[src/rtl/core/btpc_pkg.sv]
// Shared constants, types and helpers for the barometric compensation pipeline.
package btpc_pkg;

   // Register stages from request acceptance to the response register.
   localparam int unsigned PipeDepth = 78;

   localparam logic [1:0] CSR_CALIB_A = 2'd0;
   localparam logic [1:0] CSR_CALIB_B = 2'd1;
   localparam logic [1:0] CSR_CALIB_C = 2'd2;

   // Calibration coefficients, each extended to 32 bits as the math needs.
   typedef struct packed {
      logic [31:0] ac1;
      logic [31:0] ac2;
      logic [31:0] ac3;
      logic [31:0] ac4;
      logic [31:0] ac5;
      logic [31:0] ac6;
      logic [31:0] b1;
      logic [31:0] b2;
      logic [31:0] mc;
      logic [31:0] md;
   } coef_type;

   // Sign extension of a 16-bit coefficient.
   function automatic logic [31:0] sx16(input logic [15:0] v);
      sx16 = {{16{v[15]}}, v};
   endfunction

   // Arithmetic right shift of a 32-bit word.
   function automatic logic [31:0] asr32(input logic [31:0] v, input int unsigned s);
      asr32 = 32'($signed(v) >>> s);
   endfunction

   // Two's complement magnitude.
   function automatic logic [31:0] mag32(input logic [31:0] v);
      mag32 = v[31] ? (32'd0 - v) : v;
   endfunction

endpackage

[src/rtl/core/btpc_temp.sv]
// Temperature front end: x1 and the signed divisor and dividend for x2.
module btpc_temp (
   input  logic               clock,
   input  logic               enable,
   input  btpc_pkg::coef_type coef,
   input  logic [15:0]        raw_temp,
   output logic [31:0]        x1,
   output logic [31:0]        div_num,
   output logic [31:0]        div_den
);

   logic [31:0] diff_ff;
   logic [31:0] prod_ff;
   logic [31:0] prod_in;

   // Stage one registers ut - ac6, stage two the product with ac5.
   assign prod_in = diff_ff * coef.ac5;

   always_ff @(posedge clock) begin
      if (enable) begin
         diff_ff <= {16'd0, raw_temp} - coef.ac6;
         prod_ff <= prod_in;
      end
   end

   assign x1 = btpc_pkg::asr32(prod_ff, 15);
   assign div_num = coef.mc << 11;
   assign div_den = x1 + coef.md;

endmodule
[config.mk]
export PLATFORM = sky130hd
export DESIGN_NAME = btpc_temp
export DESIGN_NICKNAME = d
export VERILOG_FILES = /design/src/rtl/core/btpc_pkg.sv /design/src/rtl/core/btpc_temp.sv
export SDC_FILE = /design/constraint.sdc
export NUM_CORES = 1
export LEC_CHECK = 0
export BUFFER_PORTS_ARGS = -buffer_cell sky130_fd_sc_hd__buf_2
export CORE_UTILIZATION = 36
export DETAILED_ROUTE_END_ITERATION = 10
export GPL_TIMING_DRIVEN = 0
export SYNTH_ARGS = -nofsm -noshare
export SYNTH_HDL_FRONTEND = slang
export SYNTH_SLANG_ARGS = --single-unit
[constraint.sdc]
create_clock -name clock -period 7.35 [get_ports clock]
set_input_delay 1.47 -clock clock [delete_from_list [all_inputs] [get_ports clock]]
set_output_delay 1.47 -clock clock [all_outputs]
set_load 0.02 [all_outputs]
==> impl_metrics.prom, run 1 <==
# TYPE chip_impl_metric gauge
chip_impl_metric{name="synth-edff-count",unit=""} 49
chip_impl_metric{name="grt_first_pass_wirelength",unit="microns"} 89200
chip_impl_metric{name="yosys.area.top_type_share",unit="%"} 42.0
chip_impl_metric{name="mappedNetlistArea",unit="sq mm"} 0.0195
chip_impl_metric{name="timing.final.crit_share",unit="%"} 102
chip_impl_metric{name="crit_required",unit="ns"} 7.41
chip_impl_metric{name="worst_pin_slew",unit="ns"} 1.16
chip_impl_metric{name="number_of_buffers_inserted_for_hold_repair_after_clock_tree_synthesis",unit=""} 0
chip_impl_metric{name="initial_core_util",unit="%"} 36.8
chip_impl_metric{name="tritoncts.num_buffers",unit=""} 5
chip_impl_metric{name="placed_cells_incl_taps",unit=""} 3010
chip_impl_metric{name="viasPerCell",unit=""} 4.87
chip_impl_metric{name="final.hold.worst_slack",unit="ns"} 1.33
chip_impl_info{name="status",value="complete, but fails checks"} 1
chip_impl_metric{name="cts_num_sinks",unit=""} 49
chip_impl_metric{name="syn_avg_cell_area",unit="sq um"} 9.20
chip_impl_metric{name="core_area",unit="sq mm"} 0.0530
chip_impl_info{name="timing.rr.end",value="prod_ff[30]"} 1
chip_impl_metric{name="routed_wirelength",unit="microns"} 57100
chip_impl_metric{name="die_width",unit="microns"} 235
chip_impl_info{name="synth_most_common_cell",value="inv_1"} 1
chip_impl_metric{name="reg2reg_slack",unit="ns"} -0.02
chip_impl_metric{name="finalSetupViolCount",unit=""} 6
chip_impl_metric{name="holdPathStages",unit=""} 6
chip_impl_metric{name="stdcell_count",unit=""} 3042
chip_impl_metric{name="ratio_of_cells_with_drive_above_1_in_the_final_layout",unit="%"} 17.7
chip_impl_info{name="rsz0062_at_grt",value="true"} 1
chip_impl_metric{name="drv.max_cap_violation_count",unit=""} 0
chip_impl_metric{name="crit_path_max_fanout",unit=""} 5
chip_impl_info{name="leading_register_cell_type_out_of_synthesis",value="edfxtp_1"} 1
chip_impl_metric{name="routabilityCongestion",unit=""} 0.952
chip_impl_metric{name="asyncSetResetFlopFracSynth",unit="%"} 0
chip_impl_metric{name="layout.nets",unit=""} 3266
chip_impl_metric{name="global_route.overflow_total",unit=""} 0
chip_impl_metric{name="worstRegToRegCells",unit=""} 24
chip_impl_info{name="worstHoldStart",value="diff_ff[0]"} 1
chip_impl_info{name="timing.hold.worst.class",value="reg -> reg"} 1
chip_impl_info{name="cts.root.buffer_cell",value="clkbuf_16"} 1
chip_impl_metric{name="arrival",unit="ns"} 7.59
chip_impl_metric{name="syn2layout_area_growth",unit="%"} 15.6
chip_impl_metric{name="track_usage",unit="%"} 21.1
chip_impl_metric{name="hpwlAfterDp",unit="microns"} 48400
chip_impl_info{name="timing.critical_path.to_type",value="flip-flop"} 1
chip_impl_info{name="timing.hold.worst_endpoint",value="prod_ff[15]"} 1
chip_impl_metric{name="fin_crit",unit="ns"} 7.53
chip_impl_info{name="violations",value="negative setup slack"} 1
chip_impl_metric{name="antenna_left",unit=""} 0
chip_impl_metric{name="largest_net_degree_at_the_start_of_global_routing",unit=""} 50
chip_impl_metric{name="routedWlPerCell",unit="microns"} 18.8
chip_impl_metric{name="fin_hold_viols",unit=""} 0
chip_impl_info{name="ys_top_cells_by_area",value="fa_1, ha_1, and2_1"} 1
chip_impl_info{name="synth_top_area_cell",value="fa_1"} 1
chip_impl_metric{name="synth-warning-count",unit=""} 0
chip_impl_metric{name="synth-seq-cells",unit=""} 49
chip_impl_metric{name="worst_skew_pair.late_latency",unit="ns"} 0.33
chip_impl_metric{name="clock-skew-final",unit="ns"} 0.0221
chip_impl_metric{name="dieHeight",unit="microns"} 235
chip_impl_info{name="critical_path.reg2reg.startpoint",value="diff_ff[4]"} 1
chip_impl_metric{name="maxClockFrequency",unit="MHz"} 133
chip_impl_metric{name="drt-initial-drc-count",unit=""} 787
chip_impl_metric{name="vias_in_the_first_global_route",unit=""} 15867
chip_impl_metric{name="routed_vias",unit=""} 14825
chip_impl_metric{name="relSlewSlack",unit="%"} 22.6
chip_impl_info{name="cts_tree",value="done"} 1
chip_impl_metric{name="die-area",unit="sq mm"} 0.0550
chip_impl_metric{name="antenna_found_initial",unit=""} 6
chip_impl_info{name="synth.cells.most_frequent",value="inv_1, fa_1, and2_1"} 1
chip_impl_metric{name="post_synth_num_cell_types",unit=""} 50
chip_impl_metric{name="design.portCount",unit=""} 434
chip_impl_info{name="crit_type",value="in -> reg"} 1
chip_impl_metric{name="drt_pass1_iterations",unit=""} 5
chip_impl_metric{name="fin_setup_tns",unit="ns"} -0.670
chip_impl_metric{name="slew_viol_final",unit=""} 0
chip_impl_metric{name="synth_cells",unit=""} 2118
chip_impl_metric{name="share_of_synthesized_area_occupied_by_flip_flops_and_latches",unit="%"} 7.55
chip_impl_metric{name="cts-root-to-sink-buffers",unit=""} 2
chip_impl_metric{name="placementRows",unit=""} 84
chip_impl_metric{name="buffers_added_on_ports",unit=""} 194
chip_impl_metric{name="residual_drc",unit=""} 0
chip_impl_metric{name="htreeDepth",unit=""} 2
chip_impl_metric{name="clkSlewWorstSetupHoldPaths",unit="ns"} 0.09
chip_impl_metric{name="final_critical_path_setup_slack",unit="ns"} -0.181
chip_impl_info{name="setup.worst_path.start_class",value="input port"} 1
-- cell usage in the layout, fill, tap and decap left out, types with 6 or more instances in the layout --
cell         n
inv_1      407
fa_1       381
and2_1     271
nand2_1    264
buf_2      181
ha_1       158
xnor2_1    102
buf_4       77
edfxtp_1    49
a21oi_1     42
clkbuf_1    40
nor2_1      32
xor2_1      28
fa_2        28
a21o_1      22
nor3_1      20
o21ai_0     18
clkbuf_2    15
buf_8       12
and2_4      12
o21a_1      12
buf_6       11
inv_2       11
conb_1      11
nor2b_1     10
clkbuf_8     9
ha_4         9
clkbuf_16    8
and3_1       7
a21oi_2      6
o21bai_1     6
o21ai_1      6
nand2b_1     6
o211ai_1     6
-- registers in the layout (all words and copies together) (netlist names) --
| register | flops |
|---|---|
| diff_ff | 32 |
| prod_ff | 17 |
-- metal layers --
layer  share of wire [%]  global-route usage, %  vias up  routed length, microns
met5               0.051                      0        -                      29
met1                  43                   27.6     7419                   24500
li1                    -                      -     6763                       -
met2                  46                   35.3      544                   26300
met4                 3.7                   6.02        4                    2100
met3                 7.4                   4.22       95                    4240
-- worst max-delay path by stage --
| stage | startpoint | endpoint |
|---|---|---|
| after detailed placement | coef[168] | prod_ff[26] |
| after global routing | coef[163] | prod_ff[26] |
| final | coef[162] | prod_ff[30] |
| after CTS | coef[162] | prod_ff[30] |
| after global placement | coef[177] | prod_ff[31] |
| after floorplan | coef[163] | prod_ff[26] |
-- timing repair --
action	CTS	global route
setup buffers	15	14
resized for setup	97	118
pin swaps	52	97
setup endpoints to repair	14	12
-- worst max-delay path, stage by stage --
cell	delay (ns)
buf_8	0.11
buf_8	0.12
clkbuf_16	0.15
and2_4	0.13
fa_1	0.51
inv_1	0.05
fa_1	0.50
fa_2	0.48
fa_1	0.53
inv_2	0.05
fa_1	0.58
fa_1	0.45
fa_1	0.51
fa_1	0.45
ha_4	0.30
and3_4	0.18
nand4_1	0.20
or3_4	0.41
o221ai_4	0.12
o22ai_2	0.11
xnor2_1	0.15
-- through the flow --
stage               instance area (sq um)  utilization (%)  setup slack, ns
floorplan                           19700                -          -0.0904
global placement                    21500             40.7            -1.05
detailed placement                  21500             40.7            -1.11
CTS                                 22200             41.8           -0.216
global route                        22500             42.5           -0.350
finish                              22500             42.5           -0.181
-- cells by family (layout without fill, tap and decap cells) --
kind of cell | count (synthesis) | after routing | share of synthesized area, %
simple gates | 653 | 653 | 17.1
buf+inv | 555 | 779 | 11.6
flops | 49 | 49 | 7.55
other cells | 1 | 13 | 0.0193
compound gates | 151 | 151 | 4.93
xor+xnor | 132 | 132 | 5.94
mux | 1 | 1 | 0.0514
fa+ha+maj | 576 | 576 | 52.8
-- final cells by class --
| class | count | area (sq um) |
|---|---|---|
| fillers | 5208 | 30500 |
| multi-input cells | 1524 | 16100 |
| inverters | 418 | 1570 |
| flip-flops and latches | 49 | 1470 |
| repair buffers | 223 | 1300 |
| plain buffers | 131 | 996 |
| well taps | 688 | 861 |
| clock buffers | 5 | 125 |
| clock inverters | 2 | 38.8 |
| diodes | 2 | 5.00 |
Power of run 1 is not shown: default switching activity piles up to over one toggle a cycle in this logic, so the estimate is an artifact.
==> run 2, diff against run 1 <==
--- a/config.mk
+++ b/config.mk
@@ -9,6 +9,8 @@
 export CORE_UTILIZATION = 36
 export DETAILED_ROUTE_END_ITERATION = 10
 export GPL_TIMING_DRIVEN = 0
+export MAX_ROUTING_LAYER = met4
+export RECOVER_POWER = 25
 export SYNTH_ARGS = -nofsm -noshare
 export SYNTH_HDL_FRONTEND = slang
 export SYNTH_SLANG_ARGS = --single-unit
==> run 2 against run 1 <==
Effect of this change:
- the flow finishes with violations (max-capacitance violations, max-slew violations, negative setup slack)
- critical path depth grew 5
- maximum frequency grew 0.45%
- worst hold slack gained 0.018 ns
- global-route usage grew 1.1 points
- final area grew 0.79%
- setup slack gained 0.034 ns
- die area is the same
- clock skew grew 0.0035 ns
- flip-flop and latch count is the same
- core utilization grew 0.34 points
- non-clock buffer count grew 15
==> impl_metrics.prom, run 2 (same netlist as run 1, synthesis figures left out) <==
# TYPE chip_impl_metric gauge
chip_impl_info{name="cts.root.buffer_cell",value="clkbuf_16"} 1
chip_impl_metric{name="die_width",unit="microns"} 235
chip_impl_metric{name="grt_first_pass_wirelength",unit="microns"} 90900
chip_impl_metric{name="multi_input_area",unit="sq mm"} 0.0162
chip_impl_info{name="timing.hold.worst.class",value="reg -> reg"} 1
chip_impl_metric{name="final-seq-area",unit="sq mm"} 0.00147
chip_impl_info{name="crit_type",value="in -> reg"} 1
chip_impl_info{name="setup.worst_path.start_class",value="input port"} 1
chip_impl_info{name="status",value="complete, but fails checks"} 1
chip_impl_metric{name="maxClockFrequency",unit="MHz"} 133
chip_impl_metric{name="antenna_found_initial",unit=""} 6
chip_impl_metric{name="vias_in_the_first_global_route",unit=""} 15897
chip_impl_info{name="timing.critical_path.to_type",value="flip-flop"} 1
chip_impl_metric{name="final_critical_path_setup_slack",unit="ns"} -0.147
chip_impl_metric{name="hpwlAfterDp",unit="microns"} 49200
chip_impl_metric{name="routabilityCongestion",unit=""} 0.958
chip_impl_metric{name="layout.nets",unit=""} 3281
chip_impl_info{name="top_regs",value="diff_ff x32, prod_ff x17"} 1
chip_impl_metric{name="residual_drc",unit=""} 0
chip_impl_metric{name="crit_required",unit="ns"} 7.41
chip_impl_metric{name="finalSetupViolCount",unit=""} 6
chip_impl_metric{name="arrival",unit="ns"} 7.55
chip_impl_metric{name="fillers",unit=""} 5264
chip_impl_metric{name="final_util",unit="%"} 42.8
chip_impl_metric{name="placementRows",unit=""} 84
chip_impl_metric{name="timing.final.crit_share",unit="%"} 102
chip_impl_metric{name="routed_vias",unit=""} 14922
chip_impl_info{name="layout.cells.most_common",value="inv_1"} 1
chip_impl_metric{name="routedWlPerCell",unit="microns"} 19.3
chip_impl_info{name="cts_tree",value="done"} 1
chip_impl_metric{name="worst_skew_pair.late_latency",unit="ns"} 0.34
chip_impl_metric{name="htreeDepth",unit=""} 2
chip_impl_metric{name="track_usage",unit="%"} 22.2
chip_impl_metric{name="largest_net_degree_at_the_start_of_global_routing",unit=""} 50
chip_impl_info{name="violations",value="max-capacitance violations, max-slew violations, negative setup slack"} 1
chip_impl_metric{name="slew_viol_final",unit=""} 50
chip_impl_metric{name="cts-root-to-sink-buffers",unit=""} 2
chip_impl_metric{name="dieHeight",unit="microns"} 235
chip_impl_info{name="final_cell_mix",value="inv_1, fa_1, and2_1, nand2_1, buf_2"} 1
chip_impl_metric{name="syn2layout_area_growth",unit="%"} 16.5
chip_impl_metric{name="design.portCount",unit=""} 434
chip_impl_metric{name="fin_hold_viols",unit=""} 0
chip_impl_metric{name="buffers_added_on_ports",unit=""} 194
chip_impl_metric{name="antenna_left",unit=""} 0
chip_impl_metric{name="post-place-ws",unit="ns"} -1.13
chip_impl_metric{name="die-area",unit="sq mm"} 0.0550
chip_impl_metric{name="clkSlewWorstSetupHoldPaths",unit="ns"} 0.09
chip_impl_info{name="largest-register",value="diff_ff"} 1
chip_impl_metric{name="routed_wirelength",unit="microns"} 59000
chip_impl_metric{name="drv.max_cap_violation_count",unit=""} 1
chip_impl_metric{name="global_route.overflow_total",unit=""} 0
chip_impl_metric{name="relSlewSlack",unit="%"} -89.0
chip_impl_metric{name="initial_core_util",unit="%"} 36.8
chip_impl_metric{name="core_area",unit="sq mm"} 0.0530
chip_impl_metric{name="worst_pin_slew",unit="ns"} 2.83
chip_impl_metric{name="viasPerCell",unit=""} 4.88
chip_impl_metric{name="cts_num_sinks",unit=""} 49
chip_impl_metric{name="crit_path_max_fanout",unit=""} 6
chip_impl_metric{name="tritoncts.num_buffers",unit=""} 5
chip_impl_metric{name="fin_crit",unit="ns"} 7.50
chip_impl_metric{name="drt_pass1_iterations",unit=""} 5
chip_impl_metric{name="clock-skew-final",unit="ns"} 0.0255
chip_impl_metric{name="flip_flop_count_of_the_largest_register_all_copies_and_words_added",unit=""} 32
chip_impl_metric{name="drt-initial-drc-count",unit=""} 935
chip_impl_metric{name="ratio_of_cells_with_drive_above_1_in_the_final_layout",unit="%"} 17.5
chip_impl_info{name="rsz0062_at_grt",value="true"} 1
## run 2: cell type report
cell class                 instances  area share, %
sequential                        49           6.48
inverter                         418           6.91
buffer                           131           4.70
clock buffer                       5          0.551
multi-input combinational       1524           71.2
clock inverter                     3         0.0882
tap                              688           3.79
antenna                            4         0.0441
timing repair buffer             238           6.25
## run 2: path summary, 6_finish.rpt
check | endpoint | slack, ns | startpoint | cells past startpoint
worst min register to register | prod_ff[15] | 1.35 | diff_ff[0] | 6
worst max register to register | prod_ff[31] | -0.14 | diff_ff[4] | 27
worst max-delay path | prod_ff[31] | -0.15 | coef[162] | 26
worst min-delay path | prod_ff[15] | 1.35 | diff_ff[0] | 6
## run 2: metal layers
metal,global-route usage [%],vias to the layer above,share of wire (%)
met3,3.48,82,7.0
li1,-,6801,-
met4,6.46,0,3.0
met2,35.8,527,47
met5,-,-,0
met1,28.9,7512,43
## run 2: critical path: stages
cell and delay (ns):
buf_8 0.10, clkbuf_16 0.15, buf_12 0.13, and2_4 0.15, fa_1 0.50, inv_1 0.05, fa_1 0.50, fa_2 0.47
fa_1 0.55, inv_2 0.05, fa_1 0.49, inv_2 0.04, fa_2 0.52, inv_2 0.04, fa_2 0.52, fa_2 0.45
ha_4 0.18, nand3_2 0.07, a21boi_2 0.06, o21ai_1 0.14, nand2b_1 0.10, o21ai_2 0.19, buf_6 0.14, o221ai_4 0.13
o31ai_2 0.26, xnor2_1 0.09
## run 2: what timing repair did
action                                  CTS  global route
endpoints found under the setup margin   15            12
buffers inserted                         32            12
pin swaps                                97            35
hold buffers                              0             0
gates resized for setup                 151            41
hold endpoints to repair                  0             0
cloned                                    3             0
## run 2: metrics by stage
step                      setup TNS, ns  area [sq um]  hold WS, ns  instances
after floorplan                  -0.161         19700         1.13       2128
after global placement           -11.91         21500         1.42       3010
after detailed placement         -12.74         21500         1.42       3010
after CTS                        -0.391         22500         1.36       3047
after global routing              -1.85         22700         1.43       3060
final                            -0.690         22700         1.35       3060
Power of run 2 is left out for the same reason.
==> run 3, diff against run 2 <==
--- a/config.mk
+++ b/config.mk
@@ -6,10 +6,11 @@
 export NUM_CORES = 1
 export LEC_CHECK = 0
 export BUFFER_PORTS_ARGS = -buffer_cell sky130_fd_sc_hd__buf_2
-export CORE_UTILIZATION = 36
+export CORE_UTILIZATION = 52
 export DETAILED_ROUTE_END_ITERATION = 10
 export GPL_TIMING_DRIVEN = 0
 export MAX_ROUTING_LAYER = met4
+export PLACE_DENSITY = 0.8
 export RECOVER_POWER = 25
 export SYNTH_ARGS = -nofsm -noshare
 export SYNTH_HDL_FRONTEND = slang
==> run 3 against run 2 <==
Effect of this change:
- via count rose by 2.3%
- first-iteration DRC count fell by 15%
- global-route usage rose by 8.9 points
- worst hold slack improved by 0.023 ns
- routed wire length fell by 5.4%
- sequential share of layout area rose by 0.16 points
- the flow still finishes with violations (max-capacitance violations, max-slew violations, negative setup slack)
- register-to-register slack improved by 0.12 ns
==> impl_metrics.prom, run 3 (same netlist as run 1, synthesis figures left out) <==
# TYPE chip_impl_metric gauge
chip_impl_metric{name="finalSetupViolCount",unit=""} 7
chip_impl_metric{name="hpwlAfterDp",unit="microns"} 46300
chip_impl_info{name="worstPathCellList",value="buf_8 -> clkbuf_8 -> clkbuf_16 -> and2_4 -> fa_1 -> inv_1 -> fa_1 -> fa_2 -> fa_1 -> inv_1 -> fa_1 -> fa_1 -> fa_1 -> fa_1 -> ha_4 -> a21oi_2 -> o21bai_1 -> a21o_1 -> a21oi_2 -> o221ai_4 -> o31ai_2 -> xnor2_1"} 1
chip_impl_metric{name="die_width",unit="microns"} 196
chip_impl_metric{name="stdcell_area",unit="sq mm"} 0.0221
chip_impl_info{name="rsz0062_at_grt",value="true"} 1
chip_impl_metric{name="crit_path_max_fanout",unit=""} 5
chip_impl_metric{name="routed_wirelength",unit="microns"} 55800
chip_impl_metric{name="die-area",unit="sq mm"} 0.0382
chip_impl_info{name="timing.critical_path.to_type",value="flip-flop"} 1
chip_impl_metric{name="dieHeight",unit="microns"} 196
chip_impl_info{name="setup.worst_path.start_class",value="input port"} 1
chip_impl_metric{name="routedWlPerCell",unit="microns"} 19.8
chip_impl_info{name="worst_path_most_repeated_cell",value="fa_1"} 1
chip_impl_metric{name="timing.final.crit_share",unit="%"} 102
chip_impl_metric{name="syn2layout_area_growth",unit="%"} 13.7
chip_impl_metric{name="placementRows",unit=""} 70
chip_impl_metric{name="buffers_added_on_ports",unit=""} 194
chip_impl_metric{name="final_critical_path_setup_slack",unit="ns"} -0.141
chip_impl_metric{name="core_area",unit="sq mm"} 0.0367
chip_impl_info{name="timing.hold.worst.class",value="reg -> reg"} 1
chip_impl_info{name="crit_type",value="in -> reg"} 1
chip_impl_metric{name="cts_num_sinks",unit=""} 49
chip_impl_metric{name="residual_drc",unit=""} 0
chip_impl_metric{name="layout.nets",unit=""} 3266
chip_impl_info{name="top_regs",value="diff_ff x32, prod_ff x17"} 1
chip_impl_info{name="status",value="complete, but fails checks"} 1
chip_impl_metric{name="routed_vias",unit=""} 15258
chip_impl_metric{name="viasPerCell",unit=""} 5.40
chip_impl_metric{name="fin_crit",unit="ns"} 7.49
chip_impl_metric{name="slew_viol_final",unit=""} 50
chip_impl_metric{name="cp_slowest_stage_delay",unit="ns"} 0.62
chip_impl_metric{name="antenna_left",unit=""} 0
chip_impl_info{name="cpMaxStageDelayCell",value="fa_2"} 1
chip_impl_metric{name="drv.max_cap_violation_count",unit=""} 1
chip_impl_metric{name="initial_core_util",unit="%"} 53.1
chip_impl_metric{name="vias_in_the_first_global_route",unit=""} 16372
chip_impl_metric{name="cts-root-to-sink-buffers",unit=""} 2
chip_impl_info{name="violations",value="max-capacitance violations, max-slew violations, negative setup slack"} 1
chip_impl_info{name="layout.cells.most_common",value="inv_1"} 1
chip_impl_metric{name="routabilityCongestion",unit=""} 0.985
chip_impl_metric{name="fin_hold_viols",unit=""} 0
chip_impl_metric{name="grt_first_pass_wirelength",unit="microns"} 87100
chip_impl_metric{name="design.portCount",unit=""} 434
chip_impl_metric{name="place_area",unit="sq mm"} 0.0213
chip_impl_metric{name="relSlewSlack",unit="%"} -85.0
chip_impl_metric{name="tritoncts.num_buffers",unit=""} 5
chip_impl_info{name="largest-register",value="diff_ff"} 1
chip_impl_metric{name="drt-initial-drc-count",unit=""} 793
chip_impl_metric{name="maxClockFrequency",unit="MHz"} 133
chip_impl_metric{name="ratio_of_cells_with_drive_above_1_in_the_final_layout",unit="%"} 15.5
chip_impl_metric{name="worst_pin_slew",unit="ns"} 2.78
chip_impl_metric{name="antenna_found_initial",unit=""} 1
chip_impl_info{name="cts.root.buffer_cell",value="clkbuf_16"} 1
chip_impl_metric{name="clkSlewWorstSetupHoldPaths",unit="ns"} 0.09
chip_impl_metric{name="track_usage",unit="%"} 31.1
chip_impl_metric{name="final_util",unit="%"} 60.4
chip_impl_metric{name="htreeDepth",unit=""} 2
chip_impl_info{name="cts_tree",value="done"} 1
chip_impl_metric{name="arrival",unit="ns"} 7.55
chip_impl_metric{name="drt_pass1_iterations",unit=""} 7
chip_impl_metric{name="global_route.overflow_total",unit=""} 0
chip_impl_info{name="final_cell_mix",value="inv_1, fa_1, and2_1, nand2_1, buf_2"} 1
chip_impl_metric{name="crit_required",unit="ns"} 7.41
chip_impl_metric{name="fillers",unit=""} 3027
chip_impl_metric{name="clock-skew-final",unit="ns"} 0.0186
chip_impl_metric{name="worst_skew_pair.late_latency",unit="ns"} 0.33
chip_impl_metric{name="flip_flop_count_of_the_largest_register_all_copies_and_words_added",unit=""} 32
chip_impl_metric{name="largest_net_degree_at_the_start_of_global_routing",unit=""} 50
chip_impl_metric{name="number_of_buffers_inserted_for_hold_repair_after_clock_tree_synthesis",unit=""} 0
[run 3: per-layer routing]
layer | track usage, % | up-vias | routed length, microns
met1 | 37.3 | 7584 | 21500
met2 | 49.0 | 744 | 25700
met3 | 7.24 | 168 | 5420
li1 | - | 6762 | -
met4 | 16.1 | 0 | 3230
met5 | - | - | 0
[run 3: layout make-up]
cell class / instances / area [sq um] / area share (%)
multi-input combinational: 1524 / 16100 / 72.7
inverter: 418 / 1570 / 7.08
sequential: 49 / 1470 / 6.64
timing repair buffer: 223 / 1270 / 5.72
buffer: 131 / 982 / 4.43
tap: 468 / 586 / 2.64
clock buffer: 5 / 125 / 0.565
clock inverter: 3 / 47.5 / 0.215
antenna: 2 / 5.00 / 0.0226
[run 3: path summary, 6_finish.rpt]
check / startpoint / slack (ns) / end / depth (start not counted)
worst max-delay path: coef[162] / -0.14 / prod_ff[31] / 22
worst min-delay path: diff_ff[0] / 1.37 / prod_ff[15] / 6
worst max register to register: diff_ff[4] / -0.02 / prod_ff[26] / 27
worst min register to register: diff_ff[0] / 1.37 / prod_ff[15] / 6
[run 3: what timing repair did]
item | 4_1_cts | 5_1_grt
buffers inserted | 18 | 9
gates cloned | 2 | 0
resized for setup | 111 | 38
pin swaps | 51 | 46
setup endpoints to repair | 14 | 12
[run 3: critical path: cells and delay by family]
kind                       cells  cell delay, ns
adders and majority gates      9            4.32
AOI/OAI and AO/OA              6            0.97
buffers and inverters          5            0.55
and+or+nand+nor                1            0.14
xor gates and xnor gates       1            0.10
[run 3: metrics by stage]
stage / worst slack, ns / instances / setup TNS [ns] / hold slack (ns)
after CTS: -0.123 / 2813 / -0.384 / 1.41
after global routing: -0.330 / 2821 / -2.23 / 1.45
final: -0.141 / 2823 / -0.679 / 1.37
after global placement: -0.981 / 2790 / -10.26 / 1.39
after floorplan: -0.0904 / 2128 / -0.161 / 1.13
after detailed placement: -1.02 / 2790 / -11.50 / 1.45
Power of run 3 is left out for the same reason.
